[src/rtl/undocumented_opcode_executor_defines.svh]
// Assertion macros used by the executor RTL
`ifndef UNDOCUMENTED_OPCODE_EXECUTOR_DEFINES_SVH
`define UNDOCUMENTED_OPCODE_EXECUTOR_DEFINES_SVH
// implication checked on every clock outside reset
`define UOE_ASSERT_IMP(label, ante, cons) \
	label: assert property (@(posedge clk) disable iff (!arst_n) (ante) |-> (cons)) \
		else $error("check failed");
// implication checked in the cycle after the antecedent
`define UOE_ASSERT_NXT(label, ante, cons) \
	label: assert property (@(posedge clk) disable iff (!arst_n) (ante) |=> (cons)) \
		else $error("check failed");
`endif

[src/rtl/uoe_pkg.sv]
// ----------------------------------------------------------------------------
// uoe_pkg
// Types, codes and the opcode decoder of the undocumented opcode executor.
// ----------------------------------------------------------------------------
package uoe_pkg;
	localparam int DEF_MEM_DEPTH = 65536;

	localparam logic [1:0] KIND_EXEC  = 2'd0;
	localparam logic [1:0] KIND_WRITE = 2'd1;
	localparam logic [1:0] KIND_READ  = 2'd2;
	localparam logic [1:0] KIND_LOAD  = 2'd3;

	typedef enum logic [3:0] {
		OP_LAX, OP_SAX, OP_DCP, OP_ISC, OP_ALR, OP_ARR, OP_ANC,
		OP_SLO, OP_SRE, OP_RLA, OP_RRA
	} op_t;

	typedef enum logic [3:0] {
		M_ABS, M_ABSX, M_ABSY, M_ZP, M_ZPX, M_ZPY, M_INDX, M_INDY, M_IMM
	} mode_t;

	typedef struct packed {
		logic        ok;
		op_t         op;
		mode_t       mode;
	} dec_t;

	typedef struct packed {
		logic [1:0]  kind;
		logic [7:0]  opcode;
		logic [15:0] operand;
		logic [7:0]  write_byte;
		logic [7:0]  load_a;
		logic [7:0]  load_x;
		logic [7:0]  load_y;
		logic [15:0] load_pc;
		logic [3:0]  load_flags;
	} in_item_t;

	typedef struct packed {
		logic [7:0]  out_a;
		logic [7:0]  out_x;
		logic [7:0]  out_y;
		logic [15:0] out_pc;
		logic [3:0]  out_flags;
		logic [7:0]  read_data;
		logic        bad_opcode;
	} out_item_t;

	function automatic dec_t decode(input logic [7:0] opc);
		dec_t d;
		d = '{ok: 1'b1, op: OP_LAX, mode: M_ABS};
		case (opc)
			8'hAF: begin d.op = OP_LAX; d.mode = M_ABS;  end
			8'hBF: begin d.op = OP_LAX; d.mode = M_ABSY; end
			8'hA7: begin d.op = OP_LAX; d.mode = M_ZP;   end
			8'hB7: begin d.op = OP_LAX; d.mode = M_ZPY;  end
			8'hB3: begin d.op = OP_LAX; d.mode = M_INDY; end
			8'h8F: begin d.op = OP_SAX; d.mode = M_ABS;  end
			8'h87: begin d.op = OP_SAX; d.mode = M_ZP;   end
			8'h97: begin d.op = OP_SAX; d.mode = M_ZPY;  end
			8'h83: begin d.op = OP_SAX; d.mode = M_INDX; end
			8'hCF: begin d.op = OP_DCP; d.mode = M_ABS;  end
			8'hC7: begin d.op = OP_DCP; d.mode = M_ZP;   end
			8'hEF: begin d.op = OP_ISC; d.mode = M_ABS;  end
			8'hE7: begin d.op = OP_ISC; d.mode = M_ZP;   end
			8'h4B: begin d.op = OP_ALR; d.mode = M_IMM;  end
			8'h6B: begin d.op = OP_ARR; d.mode = M_IMM;  end
			8'h0B: begin d.op = OP_ANC; d.mode = M_IMM;  end
			8'h0F: begin d.op = OP_SLO; d.mode = M_ABS;  end
			8'h1F: begin d.op = OP_SLO; d.mode = M_ABSX; end
			8'h1B: begin d.op = OP_SLO; d.mode = M_ABSY; end
			8'h07: begin d.op = OP_SLO; d.mode = M_ZP;   end
			8'h17: begin d.op = OP_SLO; d.mode = M_ZPX;  end
			8'h03: begin d.op = OP_SLO; d.mode = M_INDX; end
			8'h13: begin d.op = OP_SLO; d.mode = M_INDY; end
			8'h4F: begin d.op = OP_SRE; d.mode = M_ABS;  end
			8'h47: begin d.op = OP_SRE; d.mode = M_ZP;   end
			8'h2F: begin d.op = OP_RLA; d.mode = M_ABS;  end
			8'h27: begin d.op = OP_RLA; d.mode = M_ZP;   end
			8'h6F: begin d.op = OP_RRA; d.mode = M_ABS;  end
			8'h67: begin d.op = OP_RRA; d.mode = M_ZP;   end
			default: d.ok = 1'b0;
		endcase
		return d;
	endfunction
endpackage

[src/rtl/uoe_alu.sv]
// ----------------------------------------------------------------------------
// uoe_alu
// Combinational operation unit: new A, X, flags and memory byte for one op.
// ----------------------------------------------------------------------------
module uoe_alu import uoe_pkg::*; (
	input  op_t        op,
	input  logic [7:0] a,
	input  logic [7:0] x,
	input  logic [3:0] flags,
	input  logic [7:0] m,
	output logic [7:0] new_a,
	output logic [7:0] new_x,
	output logic [3:0] new_flags,
	output logic [7:0] mem_byte,
	output logic       mem_wr
);
	logic       c;
	logic [7:0] r;
	logic [8:0] t;
	logic [7:0] anded;
	logic       nf, vf, zf, cf;

	always_comb begin
		c = flags[0];
		new_a = a;
		new_x = x;
		nf = flags[3];
		vf = flags[2];
		zf = flags[1];
		cf = flags[0];
		r = 8'h00;
		t = 9'h000;
		mem_wr = 1'b0;
		anded = a & m;
		unique case (op)
			OP_LAX: begin
				new_a = m;
				new_x = m;
			end
			OP_SAX: begin
				r = a & x;
				mem_wr = 1'b1;
			end
			OP_DCP: begin
				r = m - 8'd1;
				mem_wr = 1'b1;
				cf = (a >= r);
			end
			OP_ISC: begin
				r = m + 8'd1;
				mem_wr = 1'b1;
				t = {1'b0, a} + {1'b0, ~r} + {8'd0, c};
				cf = t[8];
				vf = (a[7] ^ t[7]) & (~r[7] ^ t[7]);
				new_a = t[7:0];
			end
			OP_ALR: begin
				cf = anded[0];
				new_a = {1'b0, anded[7:1]};
			end
			OP_ARR: begin
				new_a = {c, anded[7:1]};
				cf = new_a[6];
				vf = new_a[6] ^ new_a[5];
			end
			OP_ANC: begin
				new_a = anded;
				cf = anded[7];
			end
			OP_SLO: begin
				cf = m[7];
				r = {m[6:0], 1'b0};
				mem_wr = 1'b1;
				new_a = a | r;
			end
			OP_SRE: begin
				cf = m[0];
				r = {1'b0, m[7:1]};
				mem_wr = 1'b1;
				new_a = a ^ r;
			end
			OP_RLA: begin
				cf = m[7];
				r = {m[6:0], c};
				mem_wr = 1'b1;
				new_a = a & r;
			end
			OP_RRA: begin
				r = {c, m[7:1]};
				mem_wr = 1'b1;
				t = {1'b0, a} + {1'b0, r} + {8'd0, m[0]};
				cf = t[8];
				vf = (a[7] ^ t[7]) & (r[7] ^ t[7]);
				new_a = t[7:0];
			end
			default: ;
		endcase
		if (op == OP_DCP) begin
			nf = t[7];
			t[7:0] = a - r;
			nf = t[7];
			zf = (t[7:0] == 8'h00);
		end else if (op != OP_SAX) begin
			nf = new_a[7];
			zf = (new_a == 8'h00);
		end
		new_flags = {nf, vf, zf, cf};
		mem_byte = r;
	end
endmodule

[config.mk]
export PLATFORM = sky130hd
export DESIGN_NAME = uoe_alu
export DESIGN_NICKNAME = d
export VERILOG_FILES = /design/src/rtl/undocumented_opcode_executor_defines.svh /design/src/rtl/uoe_pkg.sv /design/src/rtl/uoe_alu.sv
export SDC_FILE = /design/constraint.sdc
export NUM_CORES = 1
export LEC_CHECK = 0
export BUFFER_PORTS_ARGS = -buffer_cell sky130_fd_sc_hd__buf_2
export CORE_MARGIN = 3
export CORE_UTILIZATION = 59
export DETAILED_ROUTE_END_ITERATION = 12
export PLACE_DENSITY = 0.85
export RECOVER_POWER = 25
export SLEW_MARGIN = 20
export SYNTH_ARGS = -nofsm -noshare
export SYNTH_HDL_FRONTEND = slang
export SYNTH_SLANG_ARGS = --single-unit
[constraint.sdc]
create_clock -name vclk -period 7.3
set_clock_uncertainty 0.2 [all_clocks]
set_input_delay 1.46 -clock vclk [all_inputs]
set_output_delay 1.46 -clock vclk [all_outputs]
set_load 0.03 [all_outputs]
# Word level (Yosys, flattened, before mapping)
# Cells that the tools add are included.
# Widths: inputs -> output; s select.
[op_classes]
bitwise = 14
magnitude_cmp = 1
add_sub_neg = 7
reduce_logical = 6
n_eq_ne = 11
muxes = 10
[op_table]
columns = ["op", "count"]
rows = [
  ["$pmux 8 s9", 1],
  ["$pmux 8 s7", 1],
  ["$and 8x8->8", 3],
  ["$add 8x8->9", 2],
  ["$add 9x1->9", 2],
  ["$eq 4x3->1 const B", 4],
  ["$logic_not 8->1", 2],
  ["$eq 4x4->1 const B", 3],
  ["$add 8x1->8 const B", 1],
  ["$eq 4x2->1 const B", 2],
  ["$ge 8x8->1", 1],
  ["$mux 8", 1],
  ["$not 8->8", 1],
  ["$or 8x8->8", 1],
  ["$sub 8x1->8 const B", 1],
  ["$sub 8x8->8", 1],
  ["$xor 8x7->8", 1],
  ["$pmux 1 s7", 1],
  ["$reduce_or 7->1", 1],
  ["$mux 1", 5],
  ["$xor 1x1->1", 5],
  ["$eq 4x1->1 const B", 1],
  ["$logic_not 4->1", 1],
  ["$ne 4x1->1 const B", 1],
  ["4 further kinds", 6],
]
[word_totals]
elab_cells = 49
out_inout_bits = 29
ff_bits = 0
inputBits = 32

# Logic depth before layout (Yosys ltp)
# Gate-level depths: netlist of the first run.
[depth]
word_depth = 8
ltp_mapped = 16
mapped_depth_nobuf = 14

# Worst setup path after synthesis of the first run
# No wires, ideal clock.
[synth_timing]
path_type = "input-to-output"
startpoint = "input port op[0]"
endpoint = "output port new_flags[1]"
slack_ps = 907
path_buffers = 5
required_time_ps = 5640
arrival_ps = 4733
cell_stages = 15
cell_sequence = "buf_6 > buf_2 > buf_2 > buf_1 > a32oi_1 > o21ai_0 > ha_1 > nor2b_1 > o2111ai_1 > nand3_1 > o211ai_1 > xnor3_1 > o41a_1 > o31ai_2 > buf_4"
[synth_via]
elab_chain_len = 5
elab_cells_between_ends = 19
cone_classes = "add/sub: 1; eq/ne: 11; mux: 4; reduce/logical: 3"
[synth_lines]
columns = ["element", "line_no", "text"]
rows = [
  ["from (decl)", "uoe_alu.sv:6", "input op_t op,"],
  ["$eq 4x4->1, or another cell as far along", "uoe_alu.sv:35", "unique case (op)"],
  ["$pmux 8 s7 *", "uoe_alu.sv:35", ""],
  ["net mem_byte[0]", "uoe_alu.sv:14", "output logic [7:0] mem_byte,"],
  ["$sub 8x8->8 *", "uoe_alu.sv:100", "t[7:0] = a - r;"],
  ["$logic_not 8->1 *", "uoe_alu.sv:102", "zf = (t[7:0] == 8'h00);"],
  ["$mux 1 *", "uoe_alu.sv:98", "if (op == OP_DCP) begin"],
  ["to (decl)", "uoe_alu.sv:13", "output logic [3:0] new_flags,"],
]
# The timed path passes the listed nets; every way through them passes the cells marked *.

# Worst setup path after layout of the first run
[layout_timing]
startpoint = "input port op[2]"
endpoint = "output port new_flags[1]"
[layout_via]
elab_chain_len = 5
elab_cells_between_ends = 19
cone_classes = "add/sub: 1; eq/ne: 11; mux: 4; reduce/logical: 3"
[layout_lines]
columns = ["element", "line_no"]
rows = [
  ["$eq 4x4->1, or another cell as far along", "uoe_alu.sv:35"],
  ["$pmux 8 s7 or $pmux 8 s9 (tied branches)", "uoe_alu.sv:35"],
  ["$sub 8x8->8 or $logic_not 8->1 (tied branches)", "uoe_alu.sv:100, uoe_alu.sv:105"],
  ["$logic_not 8->1 or $mux 1 (tied branches)", "uoe_alu.sv:102, uoe_alu.sv:103"],
  ["$mux 1 *", "uoe_alu.sv:98"],
]
# Every way passes the cells marked *; elsewhere a longest branch is shown, timed or not.

==> results of run 1 <==
[worst max-delay path: cells and delay by family]
family          cells  cell delay [ns]
compound gates      3             0.72
buf+inv             4             1.69
simple gates        3             1.35
[through the flow]
step           std cells  utilization, %  power (mW)  setup slack [ns]
4_1_cts              529            67.1       0.271             0.505
3_3_place_gp         529            67.1       0.265             0.660
5_1_grt              529            66.7       0.300             0.227
6_report             529            66.7       0.276             0.397
2_1_floorplan        427               -       0.204             0.907
3_5_place_dp         529            67.1       0.270             0.496
[Yosys cell counts, types with 4 or more instances]
| cell type | count |
|---|---|
| buf_6 | 8 |
| o211ai_1 | 9 |
| o21ai_0 | 26 |
| or3_1 | 4 |
| a31oi_1 | 6 |
| nor2_1 | 36 |
| and3_1 | 11 |
| clkbuf_1 | 12 |
| xor2_1 | 13 |
| nand2b_1 | 10 |
| nor3b_1 | 5 |
| a32oi_1 | 12 |
| mux2_2 | 9 |
| o22ai_1 | 5 |
| a2111oi_0 | 4 |
| nand2_1 | 30 |
| mux2i_1 | 6 |
| buf_2 | 5 |
| nor3_1 | 18 |
| ha_1 | 33 |
| o221ai_1 | 6 |
| fa_1 | 4 |
| xnor2_1 | 13 |
| buf_4 | 5 |
| a211oi_1 | 8 |
| buf_1 | 4 |
| nand3_1 | 12 |
| a21o_1 | 6 |
| nand3b_1 | 5 |
| a21oi_1 | 27 |
| inv_1 | 20 |
[final cells by class]
cell class | instances | area [um2]
multi-input cells | 372 | 2680
fillers | 448 | 1590
repair buffers | 69 | 354
well taps | 67 | 83.8
inverters | 21 | 78.8
[layer usage]
metal	vias to the layer above	global-route usage, %	share of wire, %
met5	-	0	0
met4	0	12.1	3.3
met3	35	3.29	9.0
met2	228	57.5	48
met1	1612	42.9	40
li1	1695	-	-
[cell families (layout without fill, tap and decap cells)]
family / Yosys count / in the layout / share of synthesized area, %
fa+ha+maj: 37 / 37 / 16.6
compound gates: 141 / 141 / 33.3
buf+inv: 55 / 90 / 9.80
mux: 15 / 15 / 5.42
simple gates: 152 / 152 / 26.5
xor+xnor: 27 / 27 / 8.41
[final timing paths]
kind              cells past startpoint   from            to  slack, ns
hold / removal                        3   x[7]      new_x[7]       3.11
setup / recovery                     10  op[2]  new_flags[1]       0.40
[power by group through the flow]
stage	clock network, mW	logic, mW	registers (mW)
global placement	0	0.265	0
global route	0	0.300	0
finish	0	0.276	0
floorplan	0	0.204	0
CTS	0	0.271	0
detailed placement	0	0.270	0
==> summary.txt, run 1 <==
Die
  • Effective utilization at floorplan: 62.2%
  • Die Y-Extent: 77.0 um
  • Count of standard-cell rows: 25
  • Floorplan die area: 0.00593 mm2
  • Die span in x: 77.0 um
  • Core Area: 0.00479 mm2
  • Number of placed I/O pins: 61

Pwr
  • Net switching power: 176 uW
  • Sequential Power Share: 0%
  • Switching Share: 63.8%
  • Total power divided by cell area: 86.3 mW/mm2
  • Combinational share of power: 100.0%
  • Worst IR Drop VDD: 0.0522 mV
  • Leakage power: 1.41 nW
  • Internal power of the cells: 99.8 uW
  • Fraction of power consumed by the clock network: 0%

GRT
  • Sum of overflow across all layers after global routing: 0
  • Global-route wire length before repair: 16.6 mm
  • Number of global-route vias before repair: 3395
  • GRT Total Usage: 33.4%
  • Largest net degree at the start of global routing: 40
  • Number of antenna violations at the first check in global routing: 0

Place
  • Port Buffer Count: 61
  • Final weighted congestion in routability-driven placement: 1.01
  • Area post-placement: 0.00321 mm2
  • Placed wire-length estimate: 7.79 mm

Final layout
  • Number of sequential cells: 0
  • Diodes inserted: 0
  • Count of clock-net buffers in the final layout: 0
  • Area added between synthesis and finish: 7.36%
  • Sequential cell area: 0 um2
  • Most used cells in the layout excluding fill and tap cells: buf_2, nor2_1, ha_1
  • Post-layout nets: 533
  • Most common cell after layout, fill and taps aside: buf_2
  • Design area: 0.00319 mm2
  • Proportion of layout cells with a drive suffix above 1: 17.1%

Routing
  • Initial drt markers: 543
  • Routed via count divided by cell count: 6.75
  • Routed len/inst: 19.1 um
  • Length of the first detailed-routing pass in iterations: 7
  • Routed vias: 3570
  • Antenna-violating nets left: 0
  • DRC violations left: 0
  • Wire length reported by the detailed router: 10.1 mm

Logic synthesis
  • Post-Syn Area per Cell: 6.97 um2
  • Synthesized netlist net count: 496
  • Post-synth top area cell: ha_1
  • Synth area leaders: ha_1, a21oi_1, nor2_1
  • Proportion of synthesized chip area in sequential cells: 0%
  • Number of different library cells in the post-synthesis netlist: 67
  • YS warnings: 0
  • Syn Inst Count: 427
  • Portion of synthesized cell area occupied by the leading cell type: 13.9%
  • Syn Std Cell Area: 0.00298 mm2

Timing
  • Worst max-slew margin expressed relative to the limit: 13.5%
  • Tightest hold margin: 3.11 ns
  • Final min period: 6.90 ns
  • Sum Neg Setup Slack: 0 ns
  • Pins Over Slew Limit: 0
  • Final cycle utilization of the critical path: 94.6%
  • Least-Margin Pin Slew: 1.30 ns
  • Hold Vio Cnt, Final: 0
  • Final setup violation count: 0
  • Maximum clock frequency: 145 MHz
  • RSZ-0062 raised after global routing: false

Setup path
  • Nature of the critical path startpoint: input port
  • Data required time of the worst path: 5.64 ns
  • Most prevalent standard cell on the critical path: buf_2
  • Critical-path cell list: buf_2 > clkbuf_1 > nor3_1 > buf_4 > a222oi_1 > o221ai_1 > nor4_1 > or4b_1 > o31ai_2 > buf_2
  • Critical Path Fanout Max: 29
  • Slowest stage cell on the critical path: clkbuf_1
  • Crit-path max cell delay: 0.98 ns
  • WS Path Type: in -> out
  • Crit. End Element: output pin
  • Arrival time of data at the critical path endpoint: 5.24 ns

Hold path
  • Min-delay worst type: in -> out

Status
  • Result of the run: finished, final reports clean

Clock tree
  • Setup Fix Bufs, Post-CTS: 0
  • Hold-fix buffers at CTS: 0
  • Cells resized by post-CTS repair: 0

Flow run
  • Max Cap Violations: 0
No activity file was read; power rests on OpenSTA's default activity.
==> inputs of run 2 (changes only) <==
--- a/config.mk
+++ b/config.mk
@@ -11,6 +11,7 @@
 export DETAILED_ROUTE_END_ITERATION = 12
 export PLACE_DENSITY = 0.85
 export RECOVER_POWER = 25
+export SETUP_SLACK_MARGIN = 0.4
 export SLEW_MARGIN = 20
 export SYNTH_ARGS = -nofsm -noshare
 export SYNTH_HDL_FRONTEND = slang
==> summary.txt, run 2 (same netlist as run 1, synthesis figures left out) <==
Die
  • Number of placed I/O pins: 61
  • Die span in x: 77.0 um
  • Effective utilization at floorplan: 62.2%
  • Core Area: 0.00479 mm2
  • Count of standard-cell rows: 25
  • Floorplan die area: 0.00593 mm2
  • Die Y-Extent: 77.0 um

Routing
  • Initial drt markers: 557
  • DRC violations left: 0
  • Wire length reported by the detailed router: 10.1 mm
  • Routed vias: 3590
  • Length of the first detailed-routing pass in iterations: 9
  • Routed len/inst: 19.1 um
  • Routed via count divided by cell count: 6.79
  • Antenna-violating nets left: 0

Timing
  • Maximum clock frequency: 144 MHz
  • Pins Over Slew Limit: 0
  • Final setup violation count: 0
  • Hold Vio Cnt, Final: 0
  • RSZ-0062 raised after global routing: false
  • Sum Neg Setup Slack: 0 ns
  • Least-Margin Pin Slew: 1.32 ns
  • Final cycle utilization of the critical path: 95.4%
  • Worst max-slew margin expressed relative to the limit: 11.9%
  • Final min period: 6.96 ns

Setup path
  • Critical Path Fanout Max: 29
  • Crit. End Element: output pin
  • Slowest stage cell on the critical path: clkbuf_1
  • WS Path Type: in -> out
  • Arrival time of data at the critical path endpoint: 5.30 ns
  • Data required time of the worst path: 5.64 ns
  • Most prevalent standard cell on the critical path: buf_2
  • Nature of the critical path startpoint: input port
  • Crit-path max cell delay: 1.00 ns
  • Critical-path cell list: buf_2 > clkbuf_1 > nor3_1 > buf_4 > a222oi_1 > o221ai_1 > nor4_1 > or4b_1 > o31ai_2 > buf_2
  • Dominant delay contributor by cell family on the critical path: buffers and inverters
  • Buf/Inv on CP: 4

Clock tree
  • Hold-fix buffers at CTS: 0

Final layout
  • Post-layout nets: 533
  • Proportion of layout cells with a drive suffix above 1: 17.1%
  • Number of sequential cells: 0
  • Diodes inserted: 0
  • Area added between synthesis and finish: 7.53%
  • Most used cells in the layout excluding fill and tap cells: buf_2, nor2_1, ha_1
  • Final-layout fill cell count: 447
  • Sequential cell area: 0 um2
  • Most common cell after layout, fill and taps aside: buf_2
  • Count of clock-net buffers in the final layout: 0

Place
  • Final weighted congestion in routability-driven placement: 1.01
  • Port Buffer Count: 61
  • Placed wire-length estimate: 7.79 mm

Pwr
  • Total power divided by cell area: 86.4 mW/mm2
  • Worst IR Drop VDD: 0.0544 mV
  • Post-layout power: 276 uW
  • Leakage power: 1.41 nW

GRT
  • Number of antenna violations at the first check in global routing: 0
  • GRT Total Usage: 33.4%
  • Largest net degree at the start of global routing: 40
  • Number of global-route vias before repair: 3395
  • Global-route wire length before repair: 16.6 mm
  • Sum of overflow across all layers after global routing: 0

Status
  • Result of the run: finished, final reports clean

Flow run
  • Max Cap Violations: 0

Hold path
  • Min-delay worst type: in -> out
run 2: cell count changes in the layout (fill, tap and decap cells not counted):
cell / previous run / this run
a2111oi_1: 0 / 2
a2111oi_0: 4 / 2
buf_2: 58 / 57
clkbuf_4: 0 / 1
run 2: worst paths after layout:
kind / from / end / slack (ns) / cells after the start
worst max-delay path: op[2] / new_flags[1] / 0.34 / 10
worst min-delay path: x[7] / new_x[7] / 3.11 / 3
run 2: worst min-delay path: cells and delay by family:
kind,cells,cell delay [ns]
multiplexers,1,0.13
buffers and inverters,2,0.26
run 2: metrics by stage:
step	std cells	instance area, um2	worst slack, ns	util, %	hold slack [ns]
finish	529	3200	0.338	66.8	3.11
global route	529	3200	0.227	66.8	3.12
CTS	529	3210	0.505	67.1	3.12
detailed placement	529	3210	0.496	67.1	3.11
global placement	529	3210	0.660	67.1	3.11
floorplan	427	2980	0.907	-	2.95
run 2: cell type report:
class | count | area, um2 | share of cell area, %
inverters | 21 | 78.8 | 2.46
well taps | 67 | 83.8 | 2.62
repair buffers | 69 | 357 | 11.1
multi-input cells | 372 | 2680 | 83.8
run 2: per-layer routing:
metal	vias up	part of all wire [%]	global-route usage, %
li1	1699	-	-
met1	1600	39	42.9
met2	253	48	57.5
met3	38	9.3	3.29
met4	0	3.6	12.1
met5	-	0	0
run 2: report_power, final:
| group | internal (mW) | switching, mW |
|---|---|---|
| registers | 0 | 0 |
| clock network | 0 | 0 |
| logic | 0.100 | 0.176 |
| total | 0.100 | 0.176 |
run 2: what timing repair did:
action                                  CTS  global route
endpoints found under the setup margin    0             1
gates resized for setup                   0             3
setup buffers                             0             0
==> inputs of run 3 (changes only) <==
--- a/config.mk
+++ b/config.mk
@@ -5,11 +5,12 @@
 export SDC_FILE = /design/constraint.sdc
 export NUM_CORES = 1
 export LEC_CHECK = 0
+export ABC_AREA = 1
 export BUFFER_PORTS_ARGS = -buffer_cell sky130_fd_sc_hd__buf_2
 export CORE_MARGIN = 3
-export CORE_UTILIZATION = 59
+export CORE_UTILIZATION = 60
 export DETAILED_ROUTE_END_ITERATION = 12
-export PLACE_DENSITY = 0.85
+export PLACE_DENSITY = 0.87
 export RECOVER_POWER = 25
 export SETUP_SLACK_MARGIN = 0.4
 export SLEW_MARGIN = 20
==> constraint.sdc (replaced) <==
create_clock -name vclk -period 8.45
set_clock_uncertainty 0.2 [all_clocks]
set_input_delay 1.69 -clock vclk [all_inputs]
set_output_delay 1.69 -clock vclk [all_outputs]
set_load 0.03 [all_outputs]
==> summary.txt, run 3 <==
Logic synthesis
  • Syn Std Cell Area: 0.00286 mm2
  • Number of different library cells in the post-synthesis netlist: 40
  • Most common cell in the netlist: nand2_1
  • Synth cell count leaders: nand2_1, inv_1, nand3_1
  • Portion of synthesized cell area occupied by the leading cell type: 21.7%
  • YS warnings: 0
  • Synthesized netlist net count: 604
  • Proportion of synthesized chip area in sequential cells: 0%
  • Post-synth top area cell: nand2_1
  • Syn Inst Count: 535
  • Post-Syn Area per Cell: 5.34 um2
  • Synth area leaders: nand2_1, ha_1, nand3_1

Clock tree
  • Setup Fix Bufs, Post-CTS: 0
  • Cells resized by post-CTS repair: 0
  • Hold-fix buffers at CTS: 0

Pwr
  • Combinational share of power: 100.0%
  • Sequential Power Share: 0%
  • Worst IR Drop VDD: 0.0430 mV
  • Fraction of power consumed by the clock network: 0%
  • Switching Share: 67.7%
  • Net switching power: 154 uW
  • Total power divided by cell area: 72.6 mW/mm2
  • Internal power of the cells: 73.8 uW
  • Leakage power: 1.86 nW
  • Post-layout power: 228 uW

Place
  • Cell count after placement: 637
  • Port Buffer Count: 61
  • Post-placement worst setup slack: 1.77 ns
  • Area post-placement: 0.00317 mm2
  • Placed wire-length estimate: 8.49 mm
  • Final weighted congestion in routability-driven placement: 1.05

Hold path
  • Min-delay worst type: in -> out
  • Hold path startpoint: x[0]
  • Sink of the worst hold path: new_x[0]
  • Depth of the worst hold-timing path: 4

GRT
  • Number of global-route vias before repair: 3503
  • Sum of overflow across all layers after global routing: 0
  • GRT Total Usage: 37.3%
  • Number of antenna violations at the first check in global routing: 0
  • Largest net degree at the start of global routing: 14
  • Global-route wire length before repair: 16.5 mm

Timing
  • Least-Margin Pin Slew: 0.910 ns
  • Pins Over Slew Limit: 0
  • Final cycle utilization of the critical path: 79.8%
  • Tightest hold margin: 3.55 ns
  • RSZ-0062 raised after global routing: false
  • Worst max-slew margin expressed relative to the limit: 39.1%
  • Final min period: 6.74 ns
  • Final setup violation count: 0
  • Sum Neg Setup Slack: 0 ns
  • Hold Vio Cnt, Final: 0
  • Minimum setup slack in the final design: 1.71 ns
  • Maximum clock frequency: 148 MHz

Setup path
  • Slowest stage cell on the critical path: nor2_1
  • Dominant delay contributor by cell family on the critical path: simple AND/OR/NAND/NOR gates
  • Arrival time of data at the critical path endpoint: 4.85 ns
  • Critical-path cell list: buf_2 > inv_1 > nand2_1 > nor2_1 > inv_1 > nor2_1 > nor4_1 > ha_1 > a21oi_1 > o211ai_1 > a21o_1 > a21oi_1 > inv_1 > nand2_1 > nand2_1 > o21ai_1 > buf_2
  • Nature of the critical path startpoint: input port
  • WS Path Type: in -> out
  • Crit. End Element: output pin
  • Crit-path max cell delay: 0.72 ns
  • Data required time of the worst path: 6.56 ns
  • Critical Path Fanout Max: 11
  • Buf/Inv on CP: 5

Routing
  • Routed via count divided by cell count: 6.10
  • Initial drt markers: 488
  • Length of the first detailed-routing pass in iterations: 6
  • Routed len/inst: 16.1 um
  • Wire length reported by the detailed router: 10.3 mm
  • DRC violations left: 0
  • Antenna-violating nets left: 0
  • Routed vias: 3887

Final layout
  • Post-layout nets: 656
  • Post-layout utilization of the core: 70.3%
  • Most used cells in the layout excluding fill and tap cells: nand2_1, inv_1, nand3_1
  • Count of clock-net buffers in the final layout: 0
  • Number of sequential cells: 0
  • Sequential cell area: 0 um2
  • Design area: 0.00314 mm2
  • Proportion of layout cells with a drive suffix above 1: 14.9%
  • Diodes inserted: 0
  • Non-filler instance count after layout: 637
  • Final-layout fill cell count: 425
  • Most common cell after layout, fill and taps aside: nand2_1
  • Area added between synthesis and finish: 10.1%

Die
  • Die Y-Extent: 75 um
  • Core Area: 0.00447 mm2
  • Die span in x: 75 um
  • Effective utilization at floorplan: 63.8%
  • Number of placed I/O pins: 61
  • Floorplan die area: 0.00563 mm2
  • Count of standard-cell rows: 24

Flow run
  • Max Cap Violations: 0

Status
  • Result of the run: finished, final reports clean
## run 3: final cells by class
type                            count  area (um2)  area share (%)
Inverter                           76         290            9.23
Tap cell                           52        65.1            2.07
Timing Repair Buffer               62         309            9.83
Multi-Input combinational cell    447        2480            78.9
## run 3: logic make-up after synthesis
family | after synthesis | synth area share, %
buffers and inverters | 88 | 12.6
AOI/OAI and AO/OA | 68 | 13.4
adders and majority gates | 37 | 17.3
and+or+nand+nor | 330 | 53.1
xor gates and xnor gates | 12 | 3.68
## run 3: power by group through the flow
| stage | registers [mW] | logic, mW | clock network (mW) |
|---|---|---|---|
| after floorplan | 0 | 0.163 | 0 |
| after global placement | 0 | 0.219 | 0 |
| after detailed placement | 0 | 0.223 | 0 |
| after CTS | 0 | 0.224 | 0 |
| after global routing | 0 | 0.250 | 0 |
| final | 0 | 0.228 | 0 |
## run 3: how the worst max path moves through the flow
stage | startpoint | end | slack, ns | cells past startpoint
after floorplan | op[1] | new_flags[3] | 2.52 | 20
after global placement | op[1] | new_flags[3] | 1.84 | 17
after detailed placement | op[1] | new_flags[3] | 1.77 | 17
after CTS | op[1] | new_flags[3] | 1.76 | 17
after global routing | op[1] | new_flags[1] | 1.47 | 17
final | op[1] | new_flags[3] | 1.71 | 17
## run 3: per-layer routing
metal / GRT usage [%] / wire length [um] / part of all wire (%)
met4: 12.8 / 425 / 4.1
met5: 0 / 0 / 0
met2: 61.9 / 4570 / 45
met1: 49.8 / 4110 / 40
met3: 4.27 / 1160 / 11
